===== src/design/vgpb_pkg.sv =====
// Shared types and constants for the voxel grid point binner.
package vgpb_pkg;

    localparam int COORD_W = 32;
    localparam int DIV_W   = 31;
    localparam int PNUM_W  = 20;
    localparam int IDX_W   = 9;
    localparam int CNT_W   = 11;
    localparam int REG_IDX_W = 3;
    localparam int GRID_CELLS = 512;
    localparam logic [CNT_W-1:0] COUNT_MAX = 11'd2047;

    // Configuration register indexes.
    localparam logic [REG_IDX_W-1:0] REG_MIN_X = 3'd0;
    localparam logic [REG_IDX_W-1:0] REG_MIN_Y = 3'd1;
    localparam logic [REG_IDX_W-1:0] REG_MIN_Z = 3'd2;
    localparam logic [REG_IDX_W-1:0] REG_DIV_X = 3'd3;
    localparam logic [REG_IDX_W-1:0] REG_DIV_Y = 3'd4;
    localparam logic [REG_IDX_W-1:0] REG_DIV_Z = 3'd5;

    // Classified point handed from the front part to the back part.
    typedef struct packed {
        logic [IDX_W-1:0]  cell_index;
        logic              clamped;
        logic [PNUM_W-1:0] point_number;
    } vgpb_item_t;

endpackage


===== src/design/vgpb_queue.sv =====
// Two-entry queue between the front and back parts.
module vgpb_queue (
    input  logic                 clk,
    input  logic                 rst_n,
    input  logic                 wr_valid,
    output logic                 wr_ready,
    input  vgpb_pkg::vgpb_item_t wr_item,
    output logic                 rd_valid,
    input  logic                 rd_ready,
    output vgpb_pkg::vgpb_item_t rd_item
);
    import vgpb_pkg::*;

    vgpb_item_t slot_reg [2];
    logic       wptr_reg;
    logic       rptr_reg;
    logic [1:0] cnt_reg;
    logic       push;
    logic       pop;

    assign wr_ready = (cnt_reg != 2'd2);
    assign rd_valid = (cnt_reg != 2'd0);
    assign rd_item  = slot_reg[rptr_reg];
    assign push     = wr_valid && wr_ready;
    assign pop      = rd_valid && rd_ready;

    always_ff @(posedge clk or negedge rst_n)
    begin
        if (!rst_n)
        begin
            wptr_reg <= 1'b0;
            rptr_reg <= 1'b0;
            cnt_reg  <= 2'd0;
        end
        else
        begin
            if (push)
            begin
                wptr_reg <= ~wptr_reg;
            end
            if (pop)
            begin
                rptr_reg <= ~rptr_reg;
            end
            cnt_reg <= cnt_reg + {1'b0, push} - {1'b0, pop};
        end
    end

    always_ff @(posedge clk)
    begin
        if (push)
        begin
            slot_reg[wptr_reg] <= wr_item;
        end
    end

    assert property (@(posedge clk) disable iff (!rst_n) cnt_reg <= 2'd2)
        else $error("queue: count out of range");
    assert property (@(posedge clk) disable iff (!rst_n)
        (push && !pop) |=> cnt_reg == $past(cnt_reg) + 2'd1)
        else $error("queue: push lost");
    assert property (@(posedge clk) disable iff (!rst_n)
        (cnt_reg == 2'd0) |-> (rptr_reg == wptr_reg))
        else $error("queue: pointers out of step when empty");
endmodule


===== config.mk =====
export PLATFORM = sky130hd
export DESIGN_NAME = vgpb_queue
export DESIGN_NICKNAME = d
export VERILOG_FILES = /design/src/design/vgpb_pkg.sv /design/src/design/vgpb_queue.sv
export SDC_FILE = /design/constraint.sdc
export NUM_CORES = 1
export LEC_CHECK = 0
export CORE_MARGIN = 3
export CORE_UTILIZATION = 30
export CTS_CLUSTER_DIAMETER = 60
export CTS_CLUSTER_SIZE = 20
export DETAILED_ROUTE_END_ITERATION = 16
export DONT_BUFFER_PORTS = 1
export GPL_TIMING_DRIVEN = 0
export SYNTH_ARGS = -nofsm -noshare
export SYNTH_HDL_FRONTEND = slang
export SYNTH_SLANG_ARGS = --single-unit

===== constraint.sdc =====
create_clock -name clk -period 3.1 [get_ports clk]
set_input_delay 0 -clock clk [delete_from_list [all_inputs] [get_ports clk]]
set_output_delay 0 -clock clk [all_outputs]
set_load 0.03 [all_outputs]

==> run metrics <==
run status=complete, no violations; DRC=0; Final min period=2070 ps; CTS buffer count=9; Post-synth EDFFs=60; Post-Synth XOR/XNOR Area=1.48%; post-synthesis mux area share=14.3%; Final Skew=5.96 ps; Max-slew headroom=39.4%; Placer Congestion=0.589; critical path class=flop to flop; area leader, netlist=edfxtp_1; initial antenna violation count=0; Post-synth top flop=edfxtp_1; HPWL after DPL=2.80 mm; Async SR Flop Fraction=6.25%; Clk pin slew, worst setup/hold paths=60 ps; Root Driver=clkbuf_8; YS warnings=0; worst path cell trace=nand2b_1 > nand2_1 > nor2_4; H-tree depth=3; synthesized area per cell=21.5 um2; Final ANT Viol Nets=0; Mapped Cells=110; area growth from synthesis to layout=28.5%; clock sink total=64; Buffers on Ports=0; gr usage total=9.94%; period utilization=66.8%; main area contributors after synthesis=edfxtp_1 76%, mux2_2 14%, dfrtp_1 4.2%, xnor2_1 1.1%, ha_1 1.1%; slowest stage cell, crit path=nor2_4; synthesized area=2360 um2; I/O Pins=66; WP buf/inv=0; fmax=483 MHz; Synth Area in Compound Gates=0%; slowest stage delay, CP=730 ps; worst IR drop on VDD=341 uV; total gr overflow=0; Max-Cap Viols=0; Hold Crit Class=input pin to flop; Critical Path AT=2010 ps; clk_lat worst skew=320 ps; largest net degree at the start of global routing=31; Synth Area in Simple Gates=1.48%; synth unique cells=14; Largest register FFs=60; PwrDens=983 nW/um2; Core Util, Final=40.7%; FF+latch count, synth=64; RSZ-0062 raised after global routing=false; die height=94.7 um; synthesized net count=146; Crit Path Max Fanout=30; largest family of logic cells by synthesized area=multiplexers; final-report hold violation count=0; Setup crit end kind=flop; Detailed Routing Iterations Pass 1=4; Final #Nets=191; vias per cell=4.34; post-CTS sizing=0; Starting DRT DRC Count=24; vias in the first global route=1259; count of final setup violators=0; setup TNS=0 ps; Seq/Total Area, Yosys=80.6%; Post-Route WL=4.21 mm; Core Region=7450 um2; die width=94.7 um; startpoint types=flop; Worst-Margin Slew=907 ps; DR vias=1121; Crit path max-delay family=simple AND/OR/NAND/NOR gates; routed len/inst=16.3 um; area share of the largest cell type after synthesis=76.3%; CTS tree=done; Slew Limit Fails=0; Synth Area in Adders=1.06%; Initial Util=31.7%; Antenna Cells=0; Hold WS=331 ps; share of cells above drive strength 1=30.2%; Longest Clk Path Bufs=2; cell row count=31; critical path data required time=3040 ps; Leakage=1.03 nW; first-pass GRT wire length=6.27 mm; die area=8970 um2
## per-layer routing
metal | GRT usage [%] | vias up | share of wire (%)
li1 | - | 516 | -
met1 | 9.07 | 549 | 37
met2 | 18.1 | 49 | 54
met3 | 4.54 | 7 | 8.2
met4 | 5.41 | 0 | 1.1
met5 | 0 | - | 0
## cell type report
type / instances / area [um2]
timing repair buffer: 34 / 340
inverter: 1 / 3.75
tap: 99 / 124
sequential: 64 / 1900
fill: 671 / 4410
buffer: 3 / 22.5
clock buffer: 10 / 128
clock inverter: 5 / 72.6
multi-input combinational: 42 / 442
## layout by cell type, fill, tap and decap left out, types with 2 or more instances in the layout
master	netlist	routed
edfxtp_1	60	60
dlygate4sd3_1	0	34
mux2_2	30	30
clkbuf_8	0	9
dfrtp_1	4	4
buf_4	3	3
xnor2_1	3	3
ha_1	2	2
clkinv_1	0	2
bufinv_16	0	2
## kinds of logic (layout without fill, tap and decap cells)
group | Yosys count | in the layout
buffers and inverters | 4 | 53
DFF | 64 | 64
and+or+nand+nor | 6 | 6
muxes | 30 | 30
xor gates and xnor gates | 4 | 4
adders and majority gates | 2 | 2
## cell usage after synthesis, types with 2 or more instances
cell type   n
mux2_2     30
dfrtp_1     4
ha_1        2
edfxtp_1   60
buf_4       3
xnor2_1     3
## where the power goes
group | internal [W] | leakage [nW] | switching (W)
sequential | 0.00119 | 0.604 | 0.0000677
clock | 0.000441 | 0.101 | 0.000271
combinational | 0.000311 | 0.325 | 0.000701
## through the flow
stage          area [um2]  power [W]  cells  setup WS (ps)
3_5_place_dp         2490    0.00228    209            690
3_3_place_gp         2480    0.00222    209           -101
4_1_cts              3030    0.00305    258            686
2_1_floorplan        2360    0.00211    110            564
6_report             3030    0.00298    258           1030
5_1_grt              3030    0.00314    258            863
## what timing repair did
action / 4_1_cts / 5_1_grt
hold endpoints to repair: 66 / 0
setup buffers: 0 / 0
endpoints found under the setup margin: 0 / 0
hold buffers: 34 / 0
## final timing paths
check | start | to | slack (ps) | cells after the start
min reg2reg | cnt_reg[0]$_DFF_PN0_ | cnt_reg[0]$_DFF_PN0_ | 540 | 1
min | wr_item[23] | slot_reg[0][23]$_DFFE_PP_ | 330 | 1
max | cnt_reg[1]$_DFF_PN0_ | slot_reg[0][20]$_DFFE_PP_ | 1030 | 3
max reg2reg | cnt_reg[1]$_DFF_PN0_ | slot_reg[0][20]$_DFFE_PP_ | 1030 | 3
max in group asynchronous | rst_n | cnt_reg[0]$_DFF_PN0_ | 2450 | 2
min in group asynchronous | rst_n | cnt_reg[1]$_DFF_PN0_ | 480 | 2
Power figures use the tool's default switching activity.
