## config.mk

```make
export PLATFORM = sky130hd
export DESIGN_NAME = vgpb_front
export DESIGN_NICKNAME = d
export VERILOG_FILES = /design/src/design/vgpb_pkg.sv /design/src/design/vgpb_front.sv
export SDC_FILE = /design/constraint.sdc
export NUM_CORES = 1
export LEC_CHECK = 0
export BUFFER_PORTS_ARGS = -buffer_cell sky130_fd_sc_hd__buf_2
export CAP_MARGIN = 20
export CORE_MARGIN = 2
export CORE_UTILIZATION = 50
export CTS_CLUSTER_SIZE = 28
export DETAILED_ROUTE_END_ITERATION = 8
export PLACE_DENSITY = 0.7
export SETUP_SLACK_MARGIN = 0.15
export SKIP_LAST_GASP = 1
export SYNTH_ARGS = -nofsm -noshare
export SYNTH_HDL_FRONTEND = slang
export SYNTH_SLANG_ARGS = --single-unit
```

## constraint.sdc

```tcl
create_clock -name clk -period 25.4 [get_ports clk]
set_input_delay 0 -clock clk [delete_from_list [all_inputs] [get_ports clk]]
set_output_delay 0 -clock clk [all_outputs]
set_load 0.01 [all_outputs]
```

## src/design/vgpb_pkg.sv

```systemverilog
// Shared types and constants for the voxel grid point binner.
package vgpb_pkg;

    localparam int COORD_W = 32;
    localparam int DIV_W   = 31;
    localparam int PNUM_W  = 20;
    localparam int IDX_W   = 9;
    localparam int CNT_W   = 11;
    localparam int REG_IDX_W = 3;
    localparam int GRID_CELLS = 512;
    localparam logic [CNT_W-1:0] COUNT_MAX = 11'd2047;

    // Configuration register indexes.
    localparam logic [REG_IDX_W-1:0] REG_MIN_X = 3'd0;
    localparam logic [REG_IDX_W-1:0] REG_MIN_Y = 3'd1;
    localparam logic [REG_IDX_W-1:0] REG_MIN_Z = 3'd2;
    localparam logic [REG_IDX_W-1:0] REG_DIV_X = 3'd3;
    localparam logic [REG_IDX_W-1:0] REG_DIV_Y = 3'd4;
    localparam logic [REG_IDX_W-1:0] REG_DIV_Z = 3'd5;

    // Classified point handed from the front part to the back part.
    typedef struct packed {
        logic [IDX_W-1:0]  cell_index;
        logic              clamped;
        logic [PNUM_W-1:0] point_number;
    } vgpb_item_t;

endpackage

```

## src/design/vgpb_front.sv

```systemverilog
// Front part: bit-serial floor division per axis, clamping and voxel index forming.
module vgpb_front (
    input  logic                             clk,
    input  logic                             rst_n,
    input  logic                             in_valid,
    output logic                             in_ready,
    input  logic signed [vgpb_pkg::COORD_W-1:0] coord_x,
    input  logic signed [vgpb_pkg::COORD_W-1:0] coord_y,
    input  logic signed [vgpb_pkg::COORD_W-1:0] coord_z,
    input  logic [vgpb_pkg::PNUM_W-1:0]      point_number,
    input  logic signed [vgpb_pkg::COORD_W-1:0] min_x,
    input  logic signed [vgpb_pkg::COORD_W-1:0] min_y,
    input  logic signed [vgpb_pkg::COORD_W-1:0] min_z,
    input  logic [vgpb_pkg::DIV_W-1:0]       div_x,
    input  logic [vgpb_pkg::DIV_W-1:0]       div_y,
    input  logic [vgpb_pkg::DIV_W-1:0]       div_z,
    output logic                             item_valid,
    input  logic                             item_ready,
    output vgpb_pkg::vgpb_item_t             item
);
    import vgpb_pkg::*;

    localparam int DIFF_W = COORD_W + 1;
    localparam int STEP_W = $clog2(DIFF_W + 1);

    typedef enum logic [1:0] {S_IDLE, S_DIV, S_OUT} state_t;

    state_t state_reg;
    logic [STEP_W-1:0] step_reg;
    logic [DIFF_W-1:0] mag_reg [3];   // dividend magnitude, shifted out MSB first
    logic [DIFF_W-1:0] rem_reg [3];
    logic [DIFF_W-1:0] quo_reg [3];
    logic [DIV_W-1:0]  dv_reg  [3];
    logic              neg_reg [3];
    logic [PNUM_W-1:0] pnum_reg;
    vgpb_item_t        item_reg;

    logic signed [DIFF_W-1:0] diff [3];
    logic [DIFF_W-1:0] rem_sh [3];
    logic [DIFF_W-1:0] rem_nx [3];
    logic              ge     [3];
    logic [2:0]        cell_sel [3];
    logic              clip   [3];

    always_comb
    begin
        diff[0] = DIFF_W'(coord_x) - DIFF_W'(min_x);
        diff[1] = DIFF_W'(coord_y) - DIFF_W'(min_y);
        diff[2] = DIFF_W'(coord_z) - DIFF_W'(min_z);
        for (int a = 0; a < 3; a++)
        begin
            rem_sh[a] = {rem_reg[a][DIFF_W-2:0], mag_reg[a][DIFF_W-1]};
            ge[a]     = rem_sh[a] >= DIFF_W'(dv_reg[a]);
            rem_nx[a] = ge[a] ? rem_sh[a] - DIFF_W'(dv_reg[a]) : rem_sh[a];
            // Final quotient: a negative dividend clamps to cell 0, a quotient above 7 clamps to cell 7.
            if (neg_reg[a])
            begin
                clip[a] = (quo_reg[a] != '0) || (rem_reg[a] != '0);
                cell_sel[a] = 3'd0;
            end
            else if (quo_reg[a] > DIFF_W'(7))
            begin
                clip[a] = 1'b1;
                cell_sel[a] = 3'd7;
            end
            else
            begin
                clip[a] = 1'b0;
                cell_sel[a] = quo_reg[a][2:0];
            end
        end
    end

    assign in_ready   = (state_reg == S_IDLE);
    assign item_valid = (state_reg == S_OUT);
    assign item       = item_reg;

    always_ff @(posedge clk or negedge rst_n)
    begin
        if (!rst_n)
        begin
            state_reg <= S_IDLE;
            step_reg  <= '0;
        end
        else
        begin
            case (state_reg)
                S_IDLE:
                begin
                    if (in_valid)
                    begin
                        state_reg <= S_DIV;
                        step_reg  <= '0;
                    end
                end
                S_DIV:
                begin
                    step_reg <= step_reg + 1'b1;
                    if (step_reg == STEP_W'(DIFF_W))
                    begin
                        state_reg <= S_OUT;
                    end
                end
                S_OUT:
                begin
                    if (item_ready)
                    begin
                        state_reg <= S_IDLE;
                    end
                end
                default: state_reg <= S_IDLE;
            endcase
        end
    end

    always_ff @(posedge clk)
    begin
        if (state_reg == S_IDLE && in_valid)
        begin
            pnum_reg <= point_number;
            dv_reg[0] <= (div_x == '0) ? DIV_W'(1) : div_x;
            dv_reg[1] <= (div_y == '0) ? DIV_W'(1) : div_y;
            dv_reg[2] <= (div_z == '0) ? DIV_W'(1) : div_z;
            for (int a = 0; a < 3; a++)
            begin
                neg_reg[a] <= diff[a][DIFF_W-1];
                mag_reg[a] <= diff[a][DIFF_W-1] ? DIFF_W'(-diff[a]) : DIFF_W'(diff[a]);
                rem_reg[a] <= '0;
                quo_reg[a] <= '0;
            end
        end
        else if (state_reg == S_DIV && step_reg != STEP_W'(DIFF_W))
        begin
            for (int a = 0; a < 3; a++)
            begin
                rem_reg[a] <= rem_nx[a];
                quo_reg[a] <= {quo_reg[a][DIFF_W-2:0], ge[a]};
                mag_reg[a] <= {mag_reg[a][DIFF_W-2:0], 1'b0};
            end
        end
        else if (state_reg == S_DIV)
        begin
            item_reg.cell_index   <= {cell_sel[2], cell_sel[1], cell_sel[0]};
            item_reg.clamped      <= clip[0] | clip[1] | clip[2];
            item_reg.point_number <= pnum_reg;
        end
    end

    assert property (@(posedge clk) disable iff (!rst_n)
        (state_reg == S_DIV && step_reg == STEP_W'(DIFF_W)) |=> item_valid)
        else $error("front: division did not finish into output");
    assert property (@(posedge clk) disable iff (!rst_n)
        item_valid |-> !in_ready)
        else $error("front: accepting while holding a result");
    assert property (@(posedge clk) disable iff (!rst_n)
        (state_reg == S_DIV) |-> step_reg <= STEP_W'(DIFF_W))
        else $error("front: step counter overran");
endmodule

```

==> results, run 1 <==
- The flow ran to the end, and the final reports show no timing, DRC or antenna violations.
- In this run the worst path has a maximum fanout of 4.
- At the pin with the least slew margin, the transition time is ~1.1 ns.
- The floorplan step defined a core boundary enclosing 60400 um^2.
- The cell repeated most along the worst path is a21boi_0.
- The global router's overall resource usage is 22.2%.
- The sum of negative setup slack is 0 ns.
- The clock root buffer is clkbuf_16.
- STA classifies the critical path startpoint as a register.
- The weighted congestion at the end of routability-driven global placement is 0.879.
- The synthesized netlist occupies a cell area of 30500 um^2.
- Cell internal power was estimated by the tool at 2450 uW.
- The via count of the first global-routing pass is approximately 23000.
- The synthesized design contains 443 enable-type register cells.
- The total area of sequential cells is 13500 um^2.
- For the worst-skew pair, the clock arrives at the later sink with an insertion delay of 0.60 ns.
- In the final routed layout, each cell accounts on average for 16.4 um.
- The completed layout was analyzed and its total power is 4010 uW.
- Setup repair after global routing left no endpoint under its margin.
- The number of max-slew violations in the final report is 0.
- Of the available clock period, the critical path in the final layout requires 16.3%.
- The nature of the critical path endpoint is a register.
- The smallest clock period supported by the final layout is computed as 4.14 ns.
- Measured in cells, the most critical reg-to-reg path has a length of 15.
- The most common cell after layout, fill and taps aside is edfxtp_1.
- The initial antenna violation count is 10.
- Wires add up to 71.6 mm.
- The count of final hold-check violations was 0.
- Once the floorplan was initialized, standard cells occupied 50.6% of the core.
- The number of buffers added on ports is 340.
- Entering global routing, the biggest net connects 103 pins.
- The TritonCTS clock tree is built.
- Row generation in the floorplan step produced 90 rows.
- The average instance area after synthesis is 9.51 um^2.
- The worst path meets setup with ~21 ns of slack.
- The global-route congestion overflow total is 0.
- In the final layout, the share of cells above drive strength 1 is 13.3%.
- For this run, the post-layout net count is 4058.
- Clock-pin slew was measured on the worst setup and hold paths at 0.06 ns.
- The post-cts sizing count is 0.
- The first detailed-routing pass took 5 iterations.
- The register-to-register path setup slack is 21.26 ns.
- Relative to the synthesized area, the layout overhead comes to 16.3%.
- The via count is 24500.
- The number of storage elements in the synthesis netlist is 451.
- The clock sink count is 451.
- The HPWL after detailed placement is between 50 and 60 mm.
- The number of nets in the synthesized netlist is 3720.
- The floorplan step set the die width to 251 um.
- The combinational group share of total power is between 40% and 50%.
- The largest incremental delay on the critical path is 0.54 ns.
- The most common flop cell mapped by yosys is edfxtp_1.
- The largest clock skew in the final design is approximately 0.024 ns.
- Sequential cells account for between 30% and 40% of the total power.
- During I/O placement, the number of pins put on the boundary was 341.
- The area used by multi-input combinational logic is 15400 um^2.
- Across the VDD grid, the largest voltage drop is 0.0000631 V.
- At the placement stage, the worst setup path has a slack of 21.23 ns.
- The path type of the worst min-delay path is in -> reg.
- Setup violations remaining at the end of the flow were counted as 0.
- The layout filler cell count is 5284.
- In the layout the commonest cells are edfxtp_1 (443), buf_2 (340), nor2_1 (338), inv_1 (271), a21oi_1 (268).
- For this design the ratio of total power to cell area is 113 nW/um^2.
- The clock passes through at most 3 buffers.
- The register area share after synthesis is 44.2%.
- The die boundary height is 251 um.
- In this run, CTS created clock tree buffers numbering 48.
- The first global-routing pass estimated 116 mm of wire.
- Max-cap violations in this run came to 0.
- The DRC marker count from the first detailed-route iteration is 1699.
- Data on the critical path arrives at its endpoint at 4.47 ns.
- For this run, the top clock speed supported by timing is roughly 240 MHz.
- The clock network accounts for between 10% and 20% of the total power.
- The floorplan step defined a die boundary enclosing 63100 um^2.
- Counting instances, the worst hold path has a depth of 2.
- The number of warnings printed during yosys synthesis is 0.
- The analysis attributes to cell leakage a power of 0.0154 uW.
- The number of H-tree levels is 2.
- The distinct cell type count after synthesis is 89.
- The largest individual stage delay along the critical path comes from the cell o31ai_1.
- The detailed-route vias per instance is ~5.6.
- The share of flip-flops with an asynchronous set or reset after synthesis is between 1.5 and 2%.
- The net switching share of the total power is a little under 40%.
- The reported net switching power is between 1500 and 2000 uW.
- Traced cell by cell, the critical path runs through inv_1 -> ha_1 -> fa_1 -> nand2b_1 -> a21boi_0 -> o21ai_0 -> a21boi_0 -> o21ai_0 -> a32oi_1 -> a31oi_1 -> o31ai_1 -> a21boi_0 -> a21boi_0 -> mux2i_1 -> o221a_2.
- The setup path with the least slack is of type reg -> reg.
- The instance count of the mapped netlist is 3211.
- The detail route stage leaves a number of antenna-violating nets equal to 0.
- At the worst endpoint, the required time is 25.74 ns.
- In the routed design, unresolved DRC markers number 0.
- The worst relative slew slack is around 29%.
[cells in the mapped netlist, drive strengths merged (8+ instances only)]
| library cell | n | area (um^2) |
|---|---|---|
| a21o | 88 | 661 |
| nand4 | 54 | 338 |
| a211oi | 32 | 240 |
| or2 | 8 | 50.1 |
| and3 | 116 | 726 |
| o31a | 16 | 141 |
| o31ai | 21 | 163 |
| nor3b | 11 | 87.6 |
| or4 | 11 | 86.3 |
| ha | 194 | 2430 |
| xor2 | 93 | 815 |
| o21a | 30 | 225 |
| clkbuf | 186 | 698 |
| o21bai | 21 | 158 |
| nor2b | 33 | 214 |
| a21oi | 269 | 1360 |
| edfxtp | 443 | 13300 |
| and4 | 8 | 70.1 |
| nor4 | 79 | 494 |
| and2 | 22 | 138 |
| mux2i | 60 | 601 |
| xnor2 | 138 | 1210 |
| nand2 | 164 | 616 |
| dfrtp | 8 | 200 |
| a21boi | 18 | 135 |
| nand2b | 30 | 188 |
| nor3 | 62 | 310 |
| a31oi | 42 | 263 |
| or3 | 21 | 144 |
| o21ai | 147 | 739 |
| inv | 272 | 1020 |
| nor2 | 341 | 1290 |
| o211ai | 16 | 120 |
| nand3 | 43 | 215 |
[final cells by class]
| type | instances | area share, % |
|---|---|---|
| Antenna cell | 9 | 0.0634 |
| Clock buffer | 57 | 3.54 |
| Clock inverter | 29 | 0.796 |
| Inverter | 273 | 2.89 |
| Multi-Input combinational cell | 2295 | 43.2 |
| Sequential cell | 451 | 38.0 |
| Tap cell | 782 | 2.76 |
| Timing Repair Buffer | 480 | 8.68 |
[per-layer routing]
layer | vias to the layer above | GRT usage [%] | wire length (um)
li1 | 12300 | - | -
met4 | 2 | 5.34 | 1380
met1 | 11500 | 31.5 | 33800
met3 | 105 | 3.04 | 3320
met5 | - | 0 | 11
met2 | 581 | 36.2 | 33100
[worst paths after layout]
kind,startpoint,to
max in group asynchronous,rst_n,step_reg[4]$_DFFE_PN0P_
max,mag_reg[0][98]$_DFFE_PP_,rem_reg[0][96]$_SDFFCE_PN0P_
min reg2reg,pnum_reg[16]$_DFFE_PP_,item[16]$_DFFE_PP_
min in group asynchronous,rst_n,step_reg[0]$_DFFE_PN0P_
min,point_number[19],pnum_reg[19]$_DFFE_PP_
max reg2reg,mag_reg[0][98]$_DFFE_PP_,rem_reg[0][96]$_SDFFCE_PN0P_
[power by group through the flow]
stage | Clock [uW] | Sequential (uW) | Combinational, uW
after floorplan | 0 | 1500 | 1450
after global placement | 0 | 1470 | 1790
after detailed placement | 0 | 1480 | 1820
after CTS | 712 | 1470 | 1840
after global routing | 741 | 1500 | 2090
final | 698 | 1470 | 1850
[repair_timing]
action,in CTS,in global routing
buffers inserted,0,0
hold endpoints to repair,126,0
hold buffers,123,0
endpoints found under the setup margin,0,0
[cells by family after synthesis]
family                     synth area share (%)
and+or+nand+nor                            16.9
AOI/OAI and AO/OA                          16.1
buffers and inverters                      5.73
DFF                                        44.2
xor gates and xnor gates                   6.62
adders and majority gates                  8.34
muxes                                      2.11
[critical path, delay by kind of cell (launching register included)]
kind                       cells  cell delay [ns]
adders and majority gates      2             0.64
DFF                            1             0.34
AOI/OAI and AO/OA             10             2.57
and+or+nand+nor                1             0.16
buffers and inverters          1             0.05
muxes                          1             0.12
[per-stage QoR]
stage / instances / hold slack, ns / cell area [um^2] / util (%)
4_1_cts: 4366 / 0.0808 / 35500 / 58.7
3_3_place_gp: 4157 / -0.141 / 32700 / 54.2
6_report: 4376 / 0.116 / 35500 / 58.8
2_1_floorplan: 3211 / -0.296 / 30500 / -
5_1_grt: 4376 / 0.107 / 35500 / 58.8
3_5_place_dp: 4157 / -0.144 / 32700 / 54.2
Power figures use the tool's default switching activity.
==> run 2: changes to the inputs <==
--- a/config.mk
+++ b/config.mk
@@ -11,7 +11,7 @@
 export CORE_UTILIZATION = 50
 export CTS_CLUSTER_SIZE = 28
 export DETAILED_ROUTE_END_ITERATION = 8
-export PLACE_DENSITY = 0.7
+export PLACE_DENSITY = 0.73
 export SETUP_SLACK_MARGIN = 0.15
 export SKIP_LAST_GASP = 1
 export SYNTH_ARGS = -nofsm -noshare
==> constraint.sdc (replaced) <==
create_clock -name clk -period 3.6 [get_ports clk]
set_input_delay 0 -clock clk [delete_from_list [all_inputs] [get_ports clk]]
set_output_delay 0 -clock clk [all_outputs]
set_load 0.01 [all_outputs]
==> results, run 2 (synthesized netlist as in run 1, its figures left out) <==
- The wire length of the first global-routing pass came to 119 mm (+2.6%).
- TritonCTS built the clock tree.
- The number of H-tree levels is 2 (unchanged).
- The initial antenna violation count is 16 (+6).
- The global router's overall resource usage is 22.7% (+0.52 points).
- The largest incremental delay on the critical path is 0.46 ns (-0.08 ns).
- The share of the core filled with cells in the final layout is 61.7% (+2.9 points).
- The capture instance of the worst register-to-register path is rem_reg[0][94]$_SDFFCE_PN0P_.
- The number of search-and-repair iterations in the first detailed-routing pass is 5 (unchanged).
- The number of buffers added on ports is 340 (unchanged).
- The signal on the critical path passes through inv_1 -> ha_2 -> fa_2 -> nand2b_4 -> a21boi_4 -> o21ai_2 -> a21boi_1 -> o21ai_2 -> a32oi_2 -> a31oi_2 -> o31ai_2 -> a2111o_1 -> a21oi_1 -> and4_1 -> or3_1.
- The post-detailed-routing wire length was 73.7 mm (+2.9%).
- The number of endpoints failing setup at the final stage came to 0 (unchanged).
- The register-to-register path setup slack is 0.14 ns (-21.12 ns).
- The placeable core region is 60400 um^2 (unchanged).
- The final instance count without filler cells is 4535 (+3.6%).
- The beginning of the critical path is mag_reg[0][98]$_DFFE_PP_.
- The die boundary height is 251 um (unchanged).
- The number of remaining DRC errors came to 0 (unchanged).
- In the layout the commonest cells are edfxtp_1 (443), buf_2 (340), nor2_1 (338), inv_1 (268), a21oi_1 (262).
- The layout net count came to 4214 (+3.8%).
- The category of the most critical setup path is reg -> reg.
- The worst-case hold slack was 0.0888 ns (-0.0272 ns).
- The share of cells above drive strength 1 is 18.4% (+5.1 points).
- The detailed-route vias per instance is 5.59 (about the same).
- The worst relative slew slack was 41.2% (+12 points).
- The via count is 25400 (+3.6%).
- The share of the clock period used by the worst path after layout is 96.1% (+80 points).
- The number of I/O pins came to 341 (unchanged).
- The post-detailed-route wirelength per cell is 16.3 um (-0.66%).
- The cell with the biggest individual delay on the critical path is edfxtp_1.
- The leakage power was 0.0163 uW (+5.9%).
- Setup repair after global routing could not meet its margin everywhere.
- The maximum fanout count along the critical path was 3 (-1).
- The via count of the first global-routing pass was 24500 (+5.4%).
- The weighted congestion at the end of routability-driven global placement was 0.921 (+4.8%).
- The starting density of the core is 50.6% (unchanged).
- The detailed-placement wirelength estimate is 51.8 mm (+3.1%).
- The cell depth of the worst flop-to-flop path is 15 (unchanged).
- The site row count came to 90 (unchanged).
- The largest clock skew in the final design came to 0.0360 ns (+0.0123 ns).
- The die width was 251 um (unchanged).
- The global-route congestion overflow total was 0 (unchanged).
- The number of maximum-capacitance violations was 0 (unchanged).
- Clock tree synthesis selected as its root buffer the cell clkbuf_16.
- The clock sink count was 451 (unchanged).
- The power density relative to cell area is 805 nW/um^2 (+610%).
- The DRC marker count from the first detailed-route iteration is 1768 (+4.1%).
- The nature of the critical path endpoint is a register.
- The number of max-slew violations in the final report came to 0 (unchanged).
- The number of instances in the placed design was 4306 (+3.6%).
- The required time of the worst setup path is 3.93 ns (-21.81 ns).
- The cell repeated most along the worst path is o21ai_2.
- The pin count of the biggest net entering global routing is 102 (-0.97%).
- The clock-pin slew on the worst setup and hold paths is 0.06 ns (about the same).
- The worst path arrival time is 3.79 ns (-0.68 ns).
- The post-synthesis to final-layout area growth is 22.0%.
- The clock network latency to the later pin of the worst-skew pair is 0.60 ns (about the same).
- The buffer depth of the longest clock path came to 3 (unchanged).
- The die outline area is 63100 um^2 (unchanged).
- The destination of the critical timing path is rem_reg[0][94]$_SDFFCE_PN0P_.
- The number of buffers created by CTS was 48 (unchanged).
- The worst setup path is launched from a register.
- The slew at the pin closest to its max-slew limit was 0.879 ns (-0.189 ns).
- The maximum resistive drop on vdd is 0.000591 V (+840%).
- The count of final hold-check violations is 0 (unchanged).
- The flow ran to the end, and the final reports show no timing, DRC or antenna violations.
- The maximum clock frequency was 289 MHz (+20%).
- The number of nets with antenna violations after routing came to 0 (unchanged).
- The library cell used most frequently in the layout, excluding fill and tap cells, is edfxtp_1.
- The min-delay analysis places its worst path in the category in -> reg.
- The minimum clock period is 3.46 ns (-0.677 ns).
- The startpoint of the worst register-to-register path is mag_reg[0][98]$_DFFE_PP_.
- The sum of negative setup slack is 0 ns (unchanged).
-- run 2: cell count changes in the layout (fill, tap and decap cells not counted), moves of 7 or more --
cell | before | now
a21boi_0 | 18 | 11
buf_12 | 0 | 12
buf_4 | 16 | 162
ha_1 | 194 | 187
o21ai_0 | 137 | 127
-- run 2: through the flow --
stage | setup slack, ns | power (uW) | instance area [um^2]
finish | 0.140 | 30000 | 37300
CTS | 0.151 | 29700 | 37000
global placement | -0.188 | 23700 | 34100
detailed placement | -0.288 | 24100 | 34100
floorplan | 0.0781 | 20300 | 30600
global route | -0.0218 | 32200 | 37300
-- run 2: how the worst min path moves through the flow --
stage | slack, ns | endpoint | start | cells after the start
finish | 0.09 | mag_reg[0][34]$_DFFE_PP_ | min_y[0] | 5
global route | 0.08 | pnum_reg[12]$_DFFE_PP_ | point_number[12] | 2
CTS | 0.05 | mag_reg[0][34]$_DFFE_PP_ | min_y[0] | 5
detailed placement | -0.14 | state_reg[1]$_DFFE_PN0P_ | rst_n | 1
global placement | -0.14 | step_reg[3]$_DFFE_PN0P_ | rst_n | 1
floorplan | -0.30 | state_reg[0]$_DFFE_PN0P_ | rst_n | 0
-- run 2: power by group --
part	total [uW]	internal, uW	switching [uW]	leakage (uW)
registers	10300	9220	1130	0.00457
logic	14400	6170	8220	0.0110
clock network	5260	3140	2120	0.000800
-- run 2: layout make-up --
class | instances | area, um^2
fillers | 5020 | 23100
multi-input cells | 2295 | 15700
flip-flops and latches | 451 | 13500
repair buffers | 636 | 4390
clock buffers | 55 | 1250
inverters | 273 | 1040
well taps | 782 | 978
clock inverters | 29 | 405
diodes | 14 | 35.0
-- run 2: worst max-delay path, delay by kind of cell, from the launching register on --
family          cells  cell delay (ns)
compound gates      9             1.46
simple gates        3             0.69
fa+ha+maj           2             0.53
flops               1             0.46
buf+inv             1             0.07
-- run 2: what timing repair did --
action,4_1_cts,5_1_grt
buffers inserted,2,7
hold buffers,121,0
endpoints found under the setup margin,16,100
endpoints found under the hold margin,129,0
cloned,0,1
pin swaps,9,32
resized for setup,18,46
-- run 2: metal layers --
metal | vias to the layer above | track usage [%] | wire length (um)
met4 | 4 | 7.21 | 2020
met1 | 11900 | 30.5 | 33300
met5 | - | 0 | 24
met3 | 150 | 3.52 | 3430
met2 | 619 | 38.0 | 34900
li1 | 12700 | - | -
==> run 3: changes to the inputs <==
--- a/config.mk
+++ b/config.mk
@@ -11,7 +11,8 @@
 export CORE_UTILIZATION = 50
 export CTS_CLUSTER_SIZE = 28
 export DETAILED_ROUTE_END_ITERATION = 8
-export PLACE_DENSITY = 0.73
+export PLACE_DENSITY = 0.7
+export RECOVER_POWER = 25
 export SETUP_SLACK_MARGIN = 0.15
 export SKIP_LAST_GASP = 1
 export SYNTH_ARGS = -nofsm -noshare
==> constraint.sdc (replaced) <==
create_clock -name clk -period 4.4 [get_ports clk]
set_input_delay 0.44 -clock clk [delete_from_list [all_inputs] [get_ports clk]]
set_output_delay 0.44 -clock clk [all_outputs]
set_load 0.01 [all_outputs]
==> results, run 3 (synthesized netlist as in run 1, its figures left out) <==
- The flow ran to the end, but the final reports show violations.
- The checks that failed: capacitance limit, slew limit.
- The buffer depth of the longest clock path came to 3 (unchanged).
- TritonCTS built the clock tree.
- The number of search-and-repair iterations in the first detailed-routing pass is 6 (+1).
- The clock root buffer is clkbuf_16.
- The most common cell after layout, fill and taps aside is edfxtp_1.
- The share of the clock period used by the worst path after layout is 88.5% (-7.6 points).
- The clock network latency to the later pin of the worst-skew pair is 0.60 ns (about the same).
- The post-detailed-route wirelength per cell is 16.1 um (-1.2%).
- The worst setup path is launched from a register.
- STA classifies the critical path endpoint as a register.
- The layout net count was 3989 (-5.3%).
- The maximum fanout count along the critical path is 36 (+33).
- The DRC marker count from the first detailed-route iteration is 1758 (-0.57%).
- The layout filler cell count is 5408 (+7.7%).
- The number of remaining DRC errors is 0 (unchanged).
- The die outline area is 63100 um^2 (unchanged).
- The number of max-slew violations in the final report was 102 (+102).
- The site row count is 90 (unchanged).
- The die boundary height is 251 um (unchanged).
- The leakage power is 0.0149 uW (-8.7%).
- The starting density of the core is 50.6% (unchanged).
- The number of endpoints failing setup at the final stage was 0 (unchanged).
- The initial antenna violation count is 14 (-2).
- The post-synthesis to final-layout area growth is 13.5%.
- The maximum resistive drop on vdd came to 0.000570 V (-3.6%).
- The placeable core region is 60400 um^2 (unchanged).
- The total area of sequential cells came to 13500 um^2 (unchanged).
- The die width is 251 um (unchanged).
- The sum of negative setup slack was 0 ns (unchanged).
- The power density relative to cell area is 672 nW/um^2 (-16%).
- The largest clock skew in the final design was 0.0379 ns (+0.00184 ns).
- The number of I/O pins is 341 (unchanged).
- The worst-case hold slack was 0.0272 ns (-0.0616 ns).
- The worst setup path is of the reg -> reg kind.
- The slew at the pin closest to its max-slew limit is 3.31 ns (+2.43 ns).
- The number of nets with antenna violations after routing came to 0 (unchanged).
- The number of buffers added on ports is 340 (unchanged).
- The total power after layout is 23300 uW (-22%).
- The detailed-placement wirelength estimate is 50.5 mm (-2.5%).
- The minimum clock period is 3.89 ns (+0.433 ns).
- The weighted congestion at the end of routability-driven global placement is 0.887 (-3.7%).
- The path class of the tightest hold or removal check is in -> reg.
- The final instance count without filler cells came to 4307 (-5.0%).
- The clock sink count is 451 (unchanged).
- Setup repair after global routing left no endpoint under its margin.
- The via count was 24100 (-4.9%).
- The number of H-tree levels was 2 (unchanged).
- The post-detailed-routing wire length is 69.2 mm (-6.2%).
- The detailed-route vias per instance is 5.60 (+0.18%).
- In the layout the commonest cells are edfxtp_1 (443), nor2_1 (338), inv_1 (271), a21oi_1 (268), buf_2 (241).
- The maximum clock frequency was 257 MHz (-11%).
- The share of cells above drive strength 1 came to 11.6% (-6.8 points).
- The global-route congestion overflow total came to 0 (unchanged).
- The clock-pin slew on the worst setup and hold paths was 0.06 ns (about the same).
- The number of maximum-capacitance violations came to 1 (+1).
- The area used by multi-input combinational logic is 15400 um^2 (-2.0%).
- The via count of the first global-routing pass is 22700 (-7.4%).
- The worst relative slew slack is -121% (-160 points).
- The count of final hold-check violations was 0 (unchanged).
- The global router's overall resource usage is 21.5% (-1.2 points).
- The required time of the worst setup path is 4.71 ns (+0.78 ns).
- The number of instances in the placed design is 4194 (-2.6%).
- The worst path arrival time came to 4.20 ns (+0.41 ns).
- The number of buffers created by CTS is 49 (+2.1%).
- The pin count of the biggest net entering global routing is 180 (+76%).
- The wire length of the first global-routing pass is 112 mm (-5.9%).
[run 3: what timing repair did]
action,CTS,global route
endpoints found under the setup margin,0,3
buffers inserted,0,0
hold endpoints to repair,24,0
hold buffers,17,0
gates resized for setup,0,2
[run 3: metal layers]
layer	track usage, %	up-vias	wire length [um]
met4	4.56	16	996
li1	-	12200	-
met1	30.5	11300	33000
met3	3.99	87	3650
met2	34.5	501	31400
met5	0	-	106
[run 3: final cells by class]
class,count,share of cell area [%]
Clock inverter,28,0.838
Antenna cell,6,0.0433
Tap cell,782,2.82
Timing Repair Buffer,410,6.36
Multi-Input combinational cell,2295,44.3
Inverter,273,2.96
Sequential cell,451,39.0
Clock buffer,62,3.68
[run 3: report_power, final]
part / switching [uW] / internal (uW) / leakage [uW]
registers: 913 / 7570 / 0.00457
logic: 6350 / 4380 / 0.00959
clock network: 1690 / 2400 / 0.000752
total: 8950 / 14300 / 0.0149
[run 3: through the flow]
stage	setup slack [ns]	cell area, um^2	util (%)
6_report	0.507	34600	57.4
3_5_place_dp	0.00147	33000	54.7
4_1_cts	0.430	34800	57.6
2_1_floorplan	0.302	30500	-
5_1_grt	0.208	34600	57.4
3_3_place_gp	0.0210	33000	54.7
[run 3: worst paths after layout]
kind	from	to	slack, ns	cells past startpoint
worst max-delay path	rem_reg[0][81]$_SDFFCE_PN0P_	rem_reg[0][94]$_SDFFCE_PN0P_	0.51	12
worst min-delay path	div_y[1]	dv_reg[0][32]$_SDFFCE_PN0P_	0.03	1
worst max register to register	rem_reg[0][81]$_SDFFCE_PN0P_	rem_reg[0][94]$_SDFFCE_PN0P_	0.51	12
worst min register to register	pnum_reg[7]$_DFFE_PP_	item[7]$_DFFE_PP_	0.42	0
max in group asynchronous	rst_n	step_reg[2]$_DFFE_PN0P_	3.79	2
min in group asynchronous	rst_n	step_reg[3]$_DFFE_PN0P_	0.30	2
[run 3: critical path, cell delays in order (launching register included)]
cell and delay [ns]:
edfxtp_1 0.43, ha_1 0.39, a21o_1 0.22, a21o_1 0.17
a211oi_1 0.36, o21ai_0 0.13, a211o_1 0.31, o21ai_0 0.26
nand3_1 0.13, a21oi_1 0.32, nor2_4 0.28, nor4b_1 0.23
or3_1 0.38
